==> src/apd_pkg.sv <==
package apd_pkg;

    localparam int CNT_W      = 13;
    localparam int OUT_CNT_W  = 14;
    localparam int RATIO_W    = 18;
    localparam int FRAC_W     = 16;
    localparam int CHAR_W     = 8;
    localparam int IN_DATA_W  = 16;
    localparam int OUT_DATA_W = 48;

    // dividend is diff << 16, one quotient bit per step
    localparam int DIV_STEPS = CNT_W + FRAC_W;
    localparam int DIV_CNT_W = $clog2(DIV_STEPS);

    localparam logic [CNT_W-1:0]   CNT_MAX   = {CNT_W{1'b1}};
    localparam logic [RATIO_W-1:0] RATIO_MAX = 18'd131072;

    localparam logic [CHAR_W-1:0] GAP_CH = 8'h2D;
    localparam logic [CHAR_W-1:0] N_CH   = 8'h4E;
    localparam logic [CHAR_W-1:0] DOT_CH = 8'h2E;

    // configuration register indexes
    localparam logic CFG_MODE_PLAIN = 1'b0;
    localparam logic CFG_TRIM_ENDS  = 1'b1;

    typedef struct packed {
        logic col_take;
        logic div_step;
        logic out_load;
    } t_dp_cmd;

    function automatic logic [CNT_W-1:0] sat_inc(input logic [CNT_W-1:0] v);
        sat_inc = (v != CNT_MAX) ? v + 1'b1 : CNT_MAX;
    endfunction

endpackage

==> src/apd_ctrl.sv <==
module apd_ctrl (
    input  logic             i_clk,
    input  logic             i_rst_n,
    input  logic             i_s_tvalid,
    input  logic             i_s_tlast,
    input  logic             i_m_tready,
    output logic             o_s_tready,
    output logic             o_m_tvalid,
    output apd_pkg::t_dp_cmd o_cmd
);

    localparam logic [1:0] S_COLLECT = 2'd0;
    localparam logic [1:0] S_DIV     = 2'd1;
    localparam logic [1:0] S_HOLD    = 2'd2;

    logic [1:0]                  r_state, n_state;
    logic [apd_pkg::DIV_CNT_W-1:0] r_cnt, n_cnt;
    logic                        r_out_valid, n_out_valid;
    logic                        s_accept;
    logic                        slot_free;

    assign o_s_tready = (r_state == S_COLLECT);
    assign o_m_tvalid = r_out_valid;
    assign s_accept   = i_s_tvalid && o_s_tready;
    assign slot_free  = !r_out_valid || i_m_tready;

    always_comb begin
        n_state        = r_state;
        n_cnt          = r_cnt;
        o_cmd.col_take = 1'b0;
        o_cmd.div_step = 1'b0;
        o_cmd.out_load = 1'b0;
        unique case (r_state)
            S_COLLECT: begin
                if (s_accept) begin
                    o_cmd.col_take = 1'b1;
                    if (i_s_tlast) begin
                        n_state = S_DIV;
                        n_cnt   = '0;
                    end
                end
            end
            S_DIV: begin
                o_cmd.div_step = 1'b1;
                n_cnt          = r_cnt + 1'b1;
                if (r_cnt == apd_pkg::DIV_CNT_W'(apd_pkg::DIV_STEPS - 1)) begin
                    n_state = S_HOLD;
                end
            end
            S_HOLD: begin
                if (slot_free) begin
                    o_cmd.out_load = 1'b1;
                    n_state        = S_COLLECT;
                end
            end
            default: n_state = S_COLLECT;
        endcase
    end

    always_comb begin
        n_out_valid = r_out_valid;
        if (o_cmd.out_load) begin
            n_out_valid = 1'b1;
        end else if (i_m_tready) begin
            n_out_valid = 1'b0;
        end
    end

    always_ff @(posedge i_clk) begin
        if (!i_rst_n) begin
            r_state     <= S_COLLECT;
            r_cnt       <= '0;
            r_out_valid <= 1'b0;
        end else begin
            r_state     <= n_state;
            r_cnt       <= n_cnt;
            r_out_valid <= n_out_valid;
        end
    end

endmodule

==> src/apd_dp.sv <==
module apd_dp (
    input  logic                             i_clk,
    input  logic                             i_rst_n,
    input  logic                             i_cfg_wr_en,
    input  logic                             i_cfg_index,
    input  logic                             i_cfg_wdata,
    input  logic [apd_pkg::IN_DATA_W-1:0]    i_s_tdata,
    input  logic                             i_s_tlast,
    input  apd_pkg::t_dp_cmd                 i_cmd,
    output logic [apd_pkg::OUT_DATA_W-1:0]   o_m_tdata,
    output logic                             o_m_tuser
);

    localparam int CW = apd_pkg::CNT_W;
    localparam int DW = apd_pkg::DIV_STEPS;

    logic r_mode_plain;
    logic r_trim;

    // per-alignment state
    logic [CW-1:0]   r_dist, n_dist;
    logic [CW-1:0]   r_res, n_res;
    logic            r_qgap, n_qgap;
    logic            r_sgap, n_sgap;
    logic            r_seen_q, n_seen_q;
    logic            r_seen_s, n_seen_s;
    logic [2*CW-1:0] r_snap_q, n_snap_q;
    logic [2*CW-1:0] r_snap_s, n_snap_s;
    logic            r_q_latest, n_q_latest;
    logic [CW-1:0]   r_qlen, n_qlen;
    logic [CW-1:0]   r_slen, n_slen;
    logic [CW-1:0]   r_plain, n_plain;

    // divider
    logic [CW-1:0] r_div_den;
    logic [CW-1:0] r_div_diff;
    logic [CW-1:0] r_rem;
    logic [DW-1:0] r_quo;
    logic [CW:0]   trial;
    logic          q_bit;

    logic [apd_pkg::OUT_DATA_W-1:0] r_out_data;
    logic                           r_out_user;

    logic [apd_pkg::CHAR_W-1:0] q_ch, s_ch;
    logic                       q_res, s_res;
    logic                       collapse_en;
    logic [2*CW-1:0]            snap_sel;
    logic [CW-1:0]              fin_diff, fin_den;
    logic                       den_nz;
    logic [apd_pkg::RATIO_W-1:0] ratio;

    assign q_ch  = i_s_tdata[7:0];
    assign s_ch  = i_s_tdata[15:8];
    assign q_res = (q_ch != apd_pkg::GAP_CH);
    assign s_res = (s_ch != apd_pkg::GAP_CH);

    always_ff @(posedge i_clk) begin
        if (!i_rst_n) begin
            r_mode_plain <= 1'b0;
            r_trim       <= 1'b1;
        end else if (i_cfg_wr_en) begin
            unique case (i_cfg_index)
                apd_pkg::CFG_MODE_PLAIN: r_mode_plain <= i_cfg_wdata;
                apd_pkg::CFG_TRIM_ENDS:  r_trim       <= i_cfg_wdata;
                default: ;
            endcase
        end
    end

    always_comb begin
        n_plain = r_plain;
        if (q_ch != s_ch || !q_res || !s_res) begin
            n_plain = apd_pkg::sat_inc(r_plain);
        end
        n_qlen   = q_res ? apd_pkg::sat_inc(r_qlen) : r_qlen;
        n_slen   = s_res ? apd_pkg::sat_inc(r_slen) : r_slen;
        n_seen_q = r_seen_q | q_res;
        n_seen_s = r_seen_s | s_res;
        collapse_en = !r_trim || (n_seen_q && n_seen_s);

        n_dist = r_dist;
        n_res  = r_res;
        n_qgap = r_qgap;
        n_sgap = r_sgap;
        if (collapse_en) begin
            if (!q_res && !s_res) begin
                // both gap: skipped
            end else if ((q_ch == apd_pkg::N_CH && s_ch == apd_pkg::N_CH) ||
                         (q_ch == apd_pkg::DOT_CH && s_ch == apd_pkg::DOT_CH)) begin
                n_qgap = 1'b0;
                n_sgap = 1'b0;
            end else if (!q_res) begin
                if (!r_qgap) begin
                    n_res  = apd_pkg::sat_inc(r_res);
                    n_dist = apd_pkg::sat_inc(r_dist);
                end
                n_qgap = 1'b1;
                n_sgap = 1'b0;
            end else if (!s_res) begin
                if (!r_sgap) begin
                    n_res  = apd_pkg::sat_inc(r_res);
                    n_dist = apd_pkg::sat_inc(r_dist);
                end
                n_qgap = 1'b0;
                n_sgap = 1'b1;
            end else begin
                if (q_ch != s_ch) begin
                    n_dist = apd_pkg::sat_inc(r_dist);
                end
                n_res  = apd_pkg::sat_inc(r_res);
                n_qgap = 1'b0;
                n_sgap = 1'b0;
            end
        end

        n_snap_q = q_res ? {n_dist, n_res} : r_snap_q;
        n_snap_s = s_res ? {n_dist, n_res} : r_snap_s;
        n_q_latest = r_q_latest;
        if (q_res && !s_res) begin
            n_q_latest = 1'b1;
        end else if (s_res && !q_res) begin
            n_q_latest = 1'b0;
        end

        snap_sel = n_q_latest ? n_snap_s : n_snap_q;
        if (r_mode_plain) begin
            fin_diff = n_plain;
            fin_den  = (n_qlen > n_slen) ? n_qlen : n_slen;
        end else if (r_trim) begin
            if (n_seen_q && n_seen_s) begin
                fin_diff = snap_sel[2*CW-1:CW];
                fin_den  = snap_sel[CW-1:0];
            end else begin
                fin_diff = '0;
                fin_den  = '0;
            end
        end else begin
            fin_diff = n_dist;
            fin_den  = n_res;
        end
    end

    always_ff @(posedge i_clk) begin
        if (!i_rst_n) begin
            r_dist     <= '0;
            r_res      <= '0;
            r_qgap     <= 1'b0;
            r_sgap     <= 1'b0;
            r_seen_q   <= 1'b0;
            r_seen_s   <= 1'b0;
            r_snap_q   <= '0;
            r_snap_s   <= '0;
            r_q_latest <= 1'b0;
            r_qlen     <= '0;
            r_slen     <= '0;
            r_plain    <= '0;
        end else if (i_cmd.col_take) begin
            if (i_s_tlast) begin
                r_dist     <= '0;
                r_res      <= '0;
                r_qgap     <= 1'b0;
                r_sgap     <= 1'b0;
                r_seen_q   <= 1'b0;
                r_seen_s   <= 1'b0;
                r_snap_q   <= '0;
                r_snap_s   <= '0;
                r_q_latest <= 1'b0;
                r_qlen     <= '0;
                r_slen     <= '0;
                r_plain    <= '0;
            end else begin
                r_dist     <= n_dist;
                r_res      <= n_res;
                r_qgap     <= n_qgap;
                r_sgap     <= n_sgap;
                r_seen_q   <= n_seen_q;
                r_seen_s   <= n_seen_s;
                r_snap_q   <= n_snap_q;
                r_snap_s   <= n_snap_s;
                r_q_latest <= n_q_latest;
                r_qlen     <= n_qlen;
                r_slen     <= n_slen;
                r_plain    <= n_plain;
            end
        end
    end

    // restoring division, one quotient bit per step
    assign trial = {r_rem, r_quo[DW-1]};
    assign q_bit = (trial >= {1'b0, r_div_den});

    always_ff @(posedge i_clk) begin
        if (i_cmd.col_take && i_s_tlast) begin
            r_div_den  <= fin_den;
            r_div_diff <= fin_diff;
            r_rem      <= '0;
            r_quo      <= {fin_diff, {apd_pkg::FRAC_W{1'b0}}};
        end else if (i_cmd.div_step) begin
            r_rem <= q_bit ? CW'(trial - {1'b0, r_div_den}) : trial[CW-1:0];
            r_quo <= {r_quo[DW-2:0], q_bit};
        end
    end

    assign den_nz = (r_div_den != '0);

    always_comb begin
        if (!den_nz) begin
            ratio = '0;
        end else if (r_quo > DW'(apd_pkg::RATIO_MAX)) begin
            ratio = apd_pkg::RATIO_MAX;
        end else begin
            ratio = r_quo[apd_pkg::RATIO_W-1:0];
        end
    end

    always_ff @(posedge i_clk) begin
        if (i_cmd.out_load) begin
            r_out_data <= {2'b00, ratio, 1'b0, r_div_den, 1'b0, r_div_diff};
            r_out_user <= den_nz;
        end
    end

    assign o_m_tdata = r_out_data;
    assign o_m_tuser = r_out_user;

endmodule

==> src/aligned_pair_distance.sv <==
// channel   dir  handshake             payload
// s (cols)  in   i_s_tvalid/o_s_tready tdata {subject_char, query_char}, tlast last_column
// m (res)   out  o_m_tvalid/i_m_tready tdata {ratio_q16, denominator, diff_count}, tuser valid
// cfg       in   i_cfg_wr_en           i_cfg_index, i_cfg_wdata
//
// a column that is not the last is taken back to back
// the last column starts a 29-step restoring divider (one quotient bit per
// cycle), then S_HOLD loads the output register; no column is taken until
// that load, which waits while the output register is still full
// columns keep streaming while a result waits to be taken
// synchronous active-low reset clears counters and sets trim_end_gaps
module aligned_pair_distance (
    input  logic                            i_clk,
    input  logic                            i_rst_n,
    input  logic                            i_cfg_wr_en,
    input  logic                            i_cfg_index,
    input  logic                            i_cfg_wdata,
    input  logic                            i_s_tvalid,
    output logic                            o_s_tready,
    // [7:0] query_char, [15:8] subject_char
    input  logic [apd_pkg::IN_DATA_W-1:0]   i_s_tdata,
    input  logic                            i_s_tlast,
    output logic                            o_m_tvalid,
    input  logic                            i_m_tready,
    // [13:0] diff_count, [27:14] denominator, [45:28] ratio_q16, [47:46] zero
    output logic [apd_pkg::OUT_DATA_W-1:0]  o_m_tdata,
    // [0] result_valid
    output logic                            o_m_tuser
);

    apd_pkg::t_dp_cmd cmd;

    apd_ctrl u_ctrl (
        .i_clk      (i_clk),
        .i_rst_n    (i_rst_n),
        .i_s_tvalid (i_s_tvalid),
        .i_s_tlast  (i_s_tlast),
        .i_m_tready (i_m_tready),
        .o_s_tready (o_s_tready),
        .o_m_tvalid (o_m_tvalid),
        .o_cmd      (cmd)
    );

    apd_dp u_dp (
        .i_clk       (i_clk),
        .i_rst_n     (i_rst_n),
        .i_cfg_wr_en (i_cfg_wr_en),
        .i_cfg_index (i_cfg_index),
        .i_cfg_wdata (i_cfg_wdata),
        .i_s_tdata   (i_s_tdata),
        .i_s_tlast   (i_s_tlast),
        .i_cmd       (cmd),
        .o_m_tdata   (o_m_tdata),
        .o_m_tuser   (o_m_tuser)
    );

    // the last column hands over to the divider, no column taken next cycle
    a_last_blocks: assert property (@(posedge i_clk) disable iff (!i_rst_n)
        (i_s_tvalid && o_s_tready && i_s_tlast) |=> !o_s_tready)
        else $error("column taken right after last column");

    a_valid_den: assert property (@(posedge i_clk) disable iff (!i_rst_n)
        o_m_tvalid |-> (!o_m_tuser || (o_m_tdata[27:14] != 14'd0)))
        else $error("result flagged valid with zero denominator");

    a_invalid_zero: assert property (@(posedge i_clk) disable iff (!i_rst_n)
        (o_m_tvalid && !o_m_tuser) |-> (o_m_tdata[45:28] == 18'd0))
        else $error("invalid result with nonzero ratio");

    a_ratio_sat: assert property (@(posedge i_clk) disable iff (!i_rst_n)
        o_m_tvalid |-> (o_m_tdata[45:28] <= apd_pkg::RATIO_MAX))
        else $error("ratio above saturation limit");

endmodule
==> config.mk <==
export PLATFORM = sky130hd
export DESIGN_NAME = aligned_pair_distance
export DESIGN_NICKNAME = d
export VERILOG_FILES = /design/src/apd_pkg.sv /design/src/apd_ctrl.sv /design/src/apd_dp.sv /design/src/aligned_pair_distance.sv
export SDC_FILE = /design/constraint.sdc
export NUM_CORES = 1
export LEC_CHECK = 0
export BUFFER_PORTS_ARGS = -buffer_cell sky130_fd_sc_hd__clkbuf_2
export CAP_MARGIN = 10
export CORE_MARGIN = 5
export CORE_UTILIZATION = 60
export CTS_BUF_LIST = sky130_fd_sc_hd__clkbuf_8
export CTS_CLUSTER_DIAMETER = 60
export DETAILED_ROUTE_END_ITERATION = 16
export PLACE_DENSITY = 0.79
export SYNTH_ARGS = -nofsm -noshare
export SYNTH_HDL_FRONTEND = slang
export SYNTH_SLANG_ARGS = --single-unit
export TNS_END_PERCENT = 30
==> constraint.sdc <==
create_clock -name i_clk -period 4.2 [get_ports i_clk]
set_clock_uncertainty 0.15 [all_clocks]
set_input_delay 0.42 -clock i_clk [delete_from_list [all_inputs] [get_ports i_clk]]
set_output_delay 0.42 -clock i_clk [all_outputs]
set_load 0.03 [all_outputs]
# --- Word level (Yosys, flattened, before mapping) ---
# Cells that the tools add are included.
# W data, S select, Z words.
word_totals:
  output_inout_bits: 51
  word_cells: 164
  ff_bits: 245
  input_bits: 24
classes:
  n_eq_ne: 20
  magnitude_cmp: 3
  n_bitwise: 4
  n_reduce_logical: 29
  n_addsub: 7
  muxes: 75
ops:
  columns: ["op", "n"]
  rows:
  - ["$mux W13", 36]
  - ["$mux W26", 5]
  - ["$add A13 B1 Y13 const B", 5]
  - ["$ne A13 B13 Y1 const B", 5]
  - ["$mux W29", 2]
  - ["$gt A29 B18 Y1 const B", 1]
  - ["$mux W1", 23]
  - ["$mux W18", 1]
  - ["$eq A8 B6 Y1 const B", 2]
  - ["$eq A8 B7 Y1 const B", 2]
  - ["$ne A8 B6 Y1 const B", 2]
  - ["$ge A14 B13 Y1", 1]
  - ["$gt A13 B13 Y1", 1]
  - ["$reduce_bool A13 Y1", 1]
  - ["$sub A13 B13 Y13", 1]
  - ["$mux W5", 2]
  - ["$pmux W5 S2", 1]
  - ["$logic_and A1 B1 Y1", 8]
  - ["$mux W2", 4]
  - ["$ne A8 B8 Y1", 1]
  - ["$reduce_bool A2 Y1", 4]
  - ["$ne A2 B2 Y1 const B", 3]
  - ["$pmux W2 S3", 1]
  - ["$reduce_and A3 Y1", 2]
  - ["other kinds (13)", 24]

# --- Depth between registers and ports, before layout ---
# Gate-level depths: netlist (run 1).
depth:
  ltp_word: 14
  depth_mapped: 18

# --- Cells and area by module ---
# Synthesis (run 1) repeated with hierarchy kept, for this count alone.
unflattened:
  cells_unflattened: 1474
  area_unflattened_um2: 13112.6
by_module_without_submodules:
  columns: ["mod", "area_each_um2", "cells_per_inst", "instances"]
  rows:
  - ["apd_dp", 12699.7, 1425, 1]
  - ["apd_ctrl", 412.9, 49, 1]

# --- Worst setup path before layout (run 1) ---
# OpenSTA, ideal clock, no wires.
synth_timing:
  path_kind: "input port to flip-flop"
  startpoint: "input i_s_tdata[15] (netlist bit)"
  endpoint: "register u_dp.r_div_den[11], data pin"
  path_stages: 17
  slack_ns: 0.486
  t_required_ns: 3.789
  n_path_buf: 2
  t_arrival_ns: 3.304
  path_cell_list: "and4bb_1 buf_2 and2_0 clkbuf_1 nor3_1 nand2_1 xor2_1 and2_1 ha_1 a21o_1 a21oi_1 nor2_1 o21ai_0 o211ai_1 o32ai_4 nor2_2 a221o_1"
synth_via:
  elab_chain_cells: 11
  elab_cells_between_ends: 29
synth_rtl:
  columns: ["element", "line_no", "text"]
  rows:
  - ["start, declared", "aligned_pair_distance.sv:21", "input logic [apd_pkg::IN_DATA_W-1:0] i_s_tdata,"]
  - ["$ne A8 B6 Y1, or another cell as far along", "apd_dp.sv:56", "assign s_res = (s_ch != apd_pkg::GAP_CH);"]
  - ["$mux W13, or another cell as far along", "apd_dp.sv:100", "end else if (!s_res) begin"]
  - ["$mux W13 or $logic_or A1 B1 Y1 (tied branches)", "apd_dp.sv:93, apd_dp.sv:89", null]
  - ["$mux W13", "apd_dp.sv:89", "end else if ((q_ch == apd_pkg::N_CH && s_ch == apd_pkg::N_CH) ||"]
  - ["$mux W13", "apd_dp.sv:87", "if (!q_res && !s_res) begin"]
  - ["$mux W13", "apd_dp.sv:86", "if (collapse_en) begin"]
  - ["$mux W26 (on tied branches)", "apd_dp.sv:117, apd_dp.sv:118", null]
  - ["$mux W26", "apd_dp.sv:126", "snap_sel = n_q_latest ? n_snap_s : n_snap_q;"]
  - ["$mux W13", "apd_dp.sv:131", "if (n_seen_q && n_seen_s) begin"]
  - ["$mux W13", "apd_dp.sv:130", "end else if (r_trim) begin"]
  - ["$mux W13 (*)", "apd_dp.sv:127", "if (r_mode_plain) begin"]
  - ["named net u_dp.fin_den[11]", "apd_dp.sv:49", "logic [CW-1:0] fin_diff, fin_den;"]
  - ["end signal, assigned", "apd_dp.sv:195", "r_div_den <= fin_den;"]
  - ["end, declared", "apd_dp.sv:35", "logic [CW-1:0] r_div_den;"]
# The timed path passes the listed nets; every way through them passes the cells marked *.
# A chain may end at the register's enable or synchronous reset.

# --- Final worst setup path (run 1) ---
layout_timing:
  startpoint: "register u_dp.r_slen[8]"
  endpoint: "register u_dp.r_div_den[11], data pin"
layout_via:
  elab_chain_cells: 6
  elab_cells_between_ends: 7
layout_rtl:
  columns: ["element", "line_no", "text"]
  rows:
  - ["start, declared", "apd_dp.sv:31", "logic [CW-1:0] r_slen, n_slen;"]
  - ["start signal, assigned", "apd_dp.sv:183", "r_slen <= n_slen;"]
  - ["$add A13 B1 Y13 or $ne A13 B13 Y1 (tied branches)", "apd_pkg.sv:33", "sat_inc = (v != CNT_MAX) ? v + 1'b1 : CNT_MAX;"]
  - ["$mux W13", "apd_pkg.sv:33", null]
  - ["$mux W13 (*)", "apd_dp.sv:77", "n_slen = s_res ? apd_pkg::sat_inc(r_slen) : r_slen;"]
  - ["$gt A13 B13 Y1", "apd_dp.sv:129", "fin_den = (n_qlen > n_slen) ? n_qlen : n_slen;"]
  - ["$mux W13 (*)", "apd_dp.sv:129", null]
  - ["$mux W13 (*)", "apd_dp.sv:127", null]
  - ["named net u_dp.fin_den[11]", "apd_dp.sv:49", null]
# Marked as above.

==> results of run 1 <==
-- final timing paths --
check / end / slack [ps] / cells after the start
worst min-delay path: u_dp.r_trim$_SDFFE_PN1P_ / 30 / 4
worst max-delay path: u_dp.r_div_den[11]$_DFFE_PP_ / 380 / 14
worst max register to register: u_dp.r_div_den[11]$_DFFE_PP_ / 380 / 14
worst min register to register: u_dp.o_m_tdata[0]$_DFFE_PP_ / 270 / 0
-- power breakdown --
part	switching [mW]	total, mW	internal [mW]
Combinational	0.497	0.839	0.342
Sequential	0.0746	2.61	2.54
Clock	0.996	2.14	1.14
Total	1.57	5.59	4.02
-- cell families after synthesis --
| logic type | count (synthesis) | synth area share, % |
|---|---|---|
| and+or+nand+nor | 511 | 21.2 |
| AOI/OAI and AO/OA | 401 | 21.6 |
| DFF | 245 | 45.3 |
| buffers and inverters | 127 | 4.00 |
| xor gates and xnor gates | 34 | 2.35 |
| adders and majority gates | 32 | 3.21 |
| muxes | 28 | 2.28 |
| other | 1 | 0.0296 |
-- worst max-delay path, stage by stage (launching register included) --
cell and delay (ps):
dfxtp_1 480, nand4_1 220, nor4_4 460, nand2_1 210, o21a_1 210, ha_1 230
a21o_1 180, a21o_1 180, a21oi_1 140, nor2_1 60, o21ai_0 70, o211ai_1 180
o32ai_4 300, nor2_2 150, a221o_1 360
-- state kept, by name (all words and copies together) (netlist names), 2 cells and up --
signal           count
u_dp.r_qlen         13
u_dp.r_slen         13
u_dp.o_m_tdata      44
u_dp.r_quo          29
u_dp.r_snap_q       26
u_dp.r_plain        13
u_dp.r_rem          13
u_dp.r_snap_s       26
u_dp.r_res          13
u_dp.r_div_diff     13
u_dp.r_dist         13
u_ctrl.r_cnt         5
u_ctrl.r_state       2
u_dp.r_div_den      13
-- placed cells by master, fill, tap and decap left out, types with 15 or more instances in the layout --
master / count
a21oi_1: 82
a22o_1: 16
a22oi_1: 88
a31oi_1: 15
and2_1: 56
buf_4: 36
clkbuf_2: 70
clkbuf_8: 46
dfxtp_1: 161
edfxtp_1: 84
ha_1: 30
inv_1: 63
mux2i_1: 21
nand2_1: 145
nand3_1: 40
nand4_1: 21
nor2_1: 76
nor2b_1: 86
nor3_1: 18
o21ai_0: 88
o22ai_1: 16
xor2_1: 20
-- cell type report --
cell class | instances | area [sq um] | share of cell area [%]
Clock inverter | 29 | 196 | 1.38
Timing Repair Buffer | 108 | 641 | 4.51
Multi-Input combinational cell | 1010 | 6460 | 45.5
Tap cell | 275 | 344 | 2.42
Sequential cell | 245 | 5750 | 40.5
Inverter | 45 | 169 | 1.19
Clock buffer | 46 | 633 | 4.46
-- layer usage --
metal  wire length (um)  part of all wire, %  vias up
met5                  0                    0        -
met1              13900                   42     5196
met3               2660                  8.1       89
met2              15500                   47      479
li1                   -                    -     5216
met4                963                  2.9        0
-- stage by stage --
step | power (mW) | instances | hold WS, ps
2_1_floorplan | 3.28 | 1382 | 250
3_3_place_gp | 3.46 | 1681 | 254
3_5_place_dp | 3.49 | 1681 | 255
4_1_cts | 5.61 | 1758 | 9.81
5_1_grt | 5.81 | 1758 | 68.6
6_report | 5.59 | 1758 | 28.8
==> impl_results.md, run 1 <==
* Status: finished, final reports clean
* Met3 Usage GRT at 5.26%
* Synth Cell Area at 12700 sq um
* Unrepaired setup endpoints after global routing: false
* Post-synth top cells: dfxtp_1 (161), nand2_1 (146), a22oi_1 (88), nor2b_1 (88), o21ai_0 (88)
* Peak VDD IR at 226 uV
* Layout fillers at 1657
* Cell variety after synth at 83
* Post-synthesis sequential area ratio at 45.3%
* Initial antenna violation count at 0
* Met2 Resource Use GR at 43.4%
* Clock root cell: clkbuf_8
* GPL Wtd Cong at 0.972
* Post-synth ARST share at 0%
* Die area at 24100 sq um
* Max Slew Vio Count at 0
* WL/cell at 18.7 um
* Place WS at 277 ps
* IO Pins at 75
* Max FO, Critical Path at 8
* Antenna-violating nets left at 0
* GRT Util Overall at 26.4%
* Die Ht at 155 um
* Ys flop type: dfxtp_1
* First-pass GRT wire length at 52.6 mm
* Post-route cell area at 14200 sq um
* Worst Min Path Start: i_cfg_index
* Post-cts gate resize count at 0
* DIE WIDTH at 155 um
* # diodes at 0
* Min setup slack post-route at 384 ps
* Synth top area share at 25.4%
* DRC viols at 0
* Final net count at 1507
* Number of synthesized flops with an enable pin at 84
* CTS sink cnt at 245
* Final Routed Wirelength at 32.9 mm
* Post-synth top area cell: dfxtp_1
* Setup_tns at 0 ps
* Slew @ Worst Pin at 1200 ps
* Starting Density at 60.7%
* MaxCap Viol Count at 0
* Worst EP arrival at 3990 ps
* Clock Tree Buf Depth at 3
* Startpoint Class: flip-flop
* Hold Fails Final Rpt at 0
* Placed cell area at 13300 sq um
* Worst Setup SP: u_dp.r_slen[8]$_SDFFE_PN0P_
* Vias in the first global route at 10300
* Fraction of layout cells with a size suffix above 1 at 13.6%
* Routed vias/inst at 6.25
* GR peak layer: met2
* Final Util at 67.9%
* Final setup viols at 0
* Met1 usage at 35.0%
* Max H-tree Level at 2
* Final period util at 90.9%
* Pwr/cell area at 394 nW/um^2
* Minimum clock period at 3820 ps
* Area contributors post-synth: dfxtp_1 (25%), edfxtp_1 (20%), a22oi_1 (5.2%)
* Worst EP required at 4370 ps
* Clock Latency Late Sink at 570 ps
* Max Freq at 262 MHz
* Avg Cell Area, Syn at 9.19 sq um
* Synth warn at 0
* Worst hold-check path type: primary input to flip-flop
* Mapped Cells at 1379
* Worst rel slew slack at 19.5%
* Total gr overflow at 0
* Worst flop-to-flop path startpoint: u_dp.r_slen[8]$_SDFFE_PN0P_
* Syn-to-layout area delta at 11.9%
* Port buffer count at 70
* Total number of vias at 11000
* Core box area at 20900 sq um
* Pre-Repair DR Iteration Count at 7
* Cell with the most instances after synthesis: dfxtp_1
* CTS Buf Count at 42
* Drt first-iter violations at 1268
* Post-DP HPWL at 22.6 mm
* Lkg Pwr at 5.45 nW
* Clock-pin slew on the worst setup and hold paths at 60 ps
* Largest net degree at the start of global routing at 63
* Cell Rows at 53
* Worst setup EP type: flip-flop
* CTS tree: done
* Post-CTS setup buffers at 0
* Synthesized flop and latch total at 245
* Hold_buf cts at 2
* Critical path type: flip-flop to flip-flop
Note: power is estimated with default switching activity, not from simulation.
==> run 2: changes to the inputs <==
CTS_BUF_LIST = sky130_fd_sc_hd__clkbuf_4 sky130_fd_sc_hd__clkbuf_8   (was sky130_fd_sc_hd__clkbuf_8)
CTS_CLUSTER_DIAMETER = not set   (was 60)
==> run 2 against run 1 <==
Sequential share of layout area is 0.20 points lower. Critical path depth is 1 lower. First-iteration DRC count is 12% lower. Combinational power is 0.8% higher. Register-to-register slack hardly changed. Global-route usage is 0.055 points higher. Sequential power hardly changed. Critical path type unchanged.
==> impl_results.md, run 2 (synthesis results as in run 1) <==
* Post-DP HPWL at 22.6 mm (unchanged)
* Max Freq at 263 MHz (was 262 MHz)
* Cell Rows at 53 (unchanged)
* Worst setup EP type: flip-flop (unchanged)
* Worst flop-to-flop path startpoint: u_dp.r_slen[2]$_SDFFE_PN0P_ (was u_dp.r_slen[8]$_SDFFE_PN0P_)
* Initial antenna violation count at 0 (unchanged)
* Max H-tree Level at 2 (unchanged)
* Syn-to-layout area delta at 12.5% (was 11.9%)
* CTS Buf Count at 42 (unchanged)
* Worst EP required at 4370 ps (about the same)
* Startpoint Class: flip-flop (unchanged)
* Hold_buf cts at 2 (unchanged)
* Die area at 24100 sq um (unchanged)
* WL/cell at 18.8 um (was 18.7 um)
* Total number of vias at 11000 (about the same)
* Clock-pin slew on the worst setup and hold paths at 60 ps (about the same)
* Pwr/cell area at 404 nW/um^2 (was 394 nW/um^2)
* Commonest non-fill, non-tap cell in the layout: dfxtp_1 (unchanged)
* Clock root cell: clkbuf_8 (unchanged)
* Starting Density at 60.7% (unchanged)
* Placed cell area at 13300 sq um (unchanged)
* Fraction of layout cells with a size suffix above 1 at 14.8% (was 13.6%)
* Worst Min Path Start: i_cfg_index (unchanged)
* Drt first-iter violations at 1114 (was 1268)
* Critical path type: flip-flop to flip-flop (unchanged)
* Post-CTS setup buffers at 0 (unchanged)
* Hold depth at 4 (unchanged)
* MaxCap Viol Count at 0 (unchanged)
* Place WS at 277 ps (unchanged)
* GPL Wtd Cong at 0.972 (unchanged)
* Worst EP arrival at 3980 ps (was 3990 ps)
* Worst hold-check path type: primary input to flip-flop (unchanged)
* DRC viols at 0 (unchanged)
* Largest Register: u_dp.o_m_tdata (unchanged)
* Final Routed Wirelength at 33.0 mm (was 32.9 mm)
* CTS tree: done (unchanged)
* First-pass GRT wire length at 52.7 mm (was 52.6 mm)
* Max Slew Vio Count at 0 (unchanged)
* Total gr overflow at 0 (unchanged)
* IO Pins at 75 (unchanged)
* Largest net degree at the start of global routing at 63 (unchanged)
* Post-cts gate resize count at 0 (unchanged)
* Layout fillers at 1646 (was 1657)
* Minimum clock period at 3800 ps (was 3820 ps)
* Pre-Repair DR Iteration Count at 6 (was 7)
* Setup_tns at 0 ps (unchanged)
* Final net count at 1507 (unchanged)
* Slew @ Worst Pin at 1200 ps (about the same)
* Final Util at 68.3% (was 67.9%)
* Die Ht at 155 um (unchanged)
* Vias in the first global route at 10300 (about the same)
* Final period util at 90.5% (was 90.9%)
* DIE WIDTH at 155 um (unchanged)
* Lkg Pwr at 5.44 nW (was 5.45 nW)
* Min setup slack post-route at 397 ps (was 384 ps)
* GRT Util Overall at 26.5% (was 26.4%)
* Hold Path Sink: u_dp.r_trim$_SDFFE_PN1P_ (unchanged)
* Post-route cell area at 14300 sq um (was 14200 sq um)
* Clock Tree Buf Depth at 3 (unchanged)
* # diodes at 0 (unchanged)
* Max FO, Critical Path at 7 (was 8)
* Largest registers: u_dp.o_m_tdata (44), u_dp.r_quo (29) (unchanged)
* Hold slack at 25.5 ps (was 28.8 ps)
* Core box area at 20900 sq um (unchanged)
* Port buffer count at 70 (unchanged)
* Peak VDD IR at 258 uV (was 226 uV)
* Final setup viols at 0 (unchanged)
* Reg2Reg Depth at 13 (was 14)
* Max reg flops at 44 (unchanged)
* Unrepaired setup endpoints after global routing: false (unchanged)
* Reg2reg setup slack at 400 ps (was 380 ps)
* Antenna-violating nets left at 0 (unchanged)
* Status: finished, final reports clean (unchanged)
* Most frequent cells in the layout: dfxtp_1 (161), nand2_1 (145), o21ai_0 (88), a22oi_1 (88), nor2b_1 (86) (unchanged)
* Clock Latency Late Sink at 570 ps (about the same)
* CTS sink cnt at 245 (unchanged)
* Hold Fails Final Rpt at 0 (unchanged)
* Worst rel slew slack at 19.8% (was 19.5%)
* R2R Path End: u_dp.r_div_den[11]$_DFFE_PP_ (unchanged)
* Routed vias/inst at 6.25 (about the same)
[run 2: cell types whose count changed in the layout (fill, tap and decap cells not counted)]
cell      delta
clkbuf_4    +19
inv_1       -19
[run 2: final cells by class]
cell class / instances / area [sq um] / area share [%]
Inverter: 45 / 169 / 1.18
Timing Repair Buffer: 108 / 641 / 4.49
Sequential cell: 245 / 5750 / 40.3
Multi-Input combinational cell: 1010 / 6460 / 45.3
Clock inverter: 10 / 125 / 0.877
Clock buffer: 65 / 776 / 5.44
Tap cell: 275 / 344 / 2.41
[run 2: worst max-delay path, cell delays in order (launching register included)]
cell and delay (ps):
dfxtp_1 480, nand4_2 280, a2111oi_4 420, nand2_1 130
xor2_1 150, nand2_1 160, inv_1 60, ha_1 290
nand3_1 130, nor2_1 180, nand2_1 110, o32ai_4 510
nor2_2 150, a221o_1 360
[run 2: layer usage]
metal  up-vias  global-route usage (%)  part of all wire, %
li1       5215                       -                    -
met1      5190                    35.0                   42
met2       492                    43.8                   47
met3        87                    5.40                  8.5
met4         0                    8.59                  2.7
met5         -                       0                    0
[run 2: worst max path at each step]
stage,depth (start not counted),slack [ps],end,startpoint
floorplan,17,490,u_dp.r_div_den[11]$_DFFE_PP_,i_s_tdata[15]
global placement,17,360,u_dp.r_div_den[11]$_DFFE_PP_,i_s_tdata[15]
detailed placement,14,280,u_dp.r_div_den[11]$_DFFE_PP_,i_s_tdata[15]
CTS,13,480,u_dp.r_div_den[11]$_DFFE_PP_,u_dp.r_slen[2]$_SDFFE_PN0P_
global route,14,160,u_dp.r_div_den[3]$_DFFE_PP_,u_dp.r_slen[8]$_SDFFE_PN0P_
finish,13,400,u_dp.r_div_den[11]$_DFFE_PP_,u_dp.r_slen[2]$_SDFFE_PN0P_
[run 2: metrics by stage]
step / instances / power [mW]
final: 1758 / 5.77
after global routing: 1758 / 5.99
after CTS: 1758 / 5.79
after detailed placement: 1681 / 3.49
after global placement: 1681 / 3.46
after floorplan: 1382 / 3.28
[run 2: report_power, final]
group,internal [mW],leakage [nW],switching (mW)
logic,0.342,2.87,0.504
registers,2.54,2.09,0.0746
clock network,1.31,0.479,0.997
total,4.19,5.44,1.58
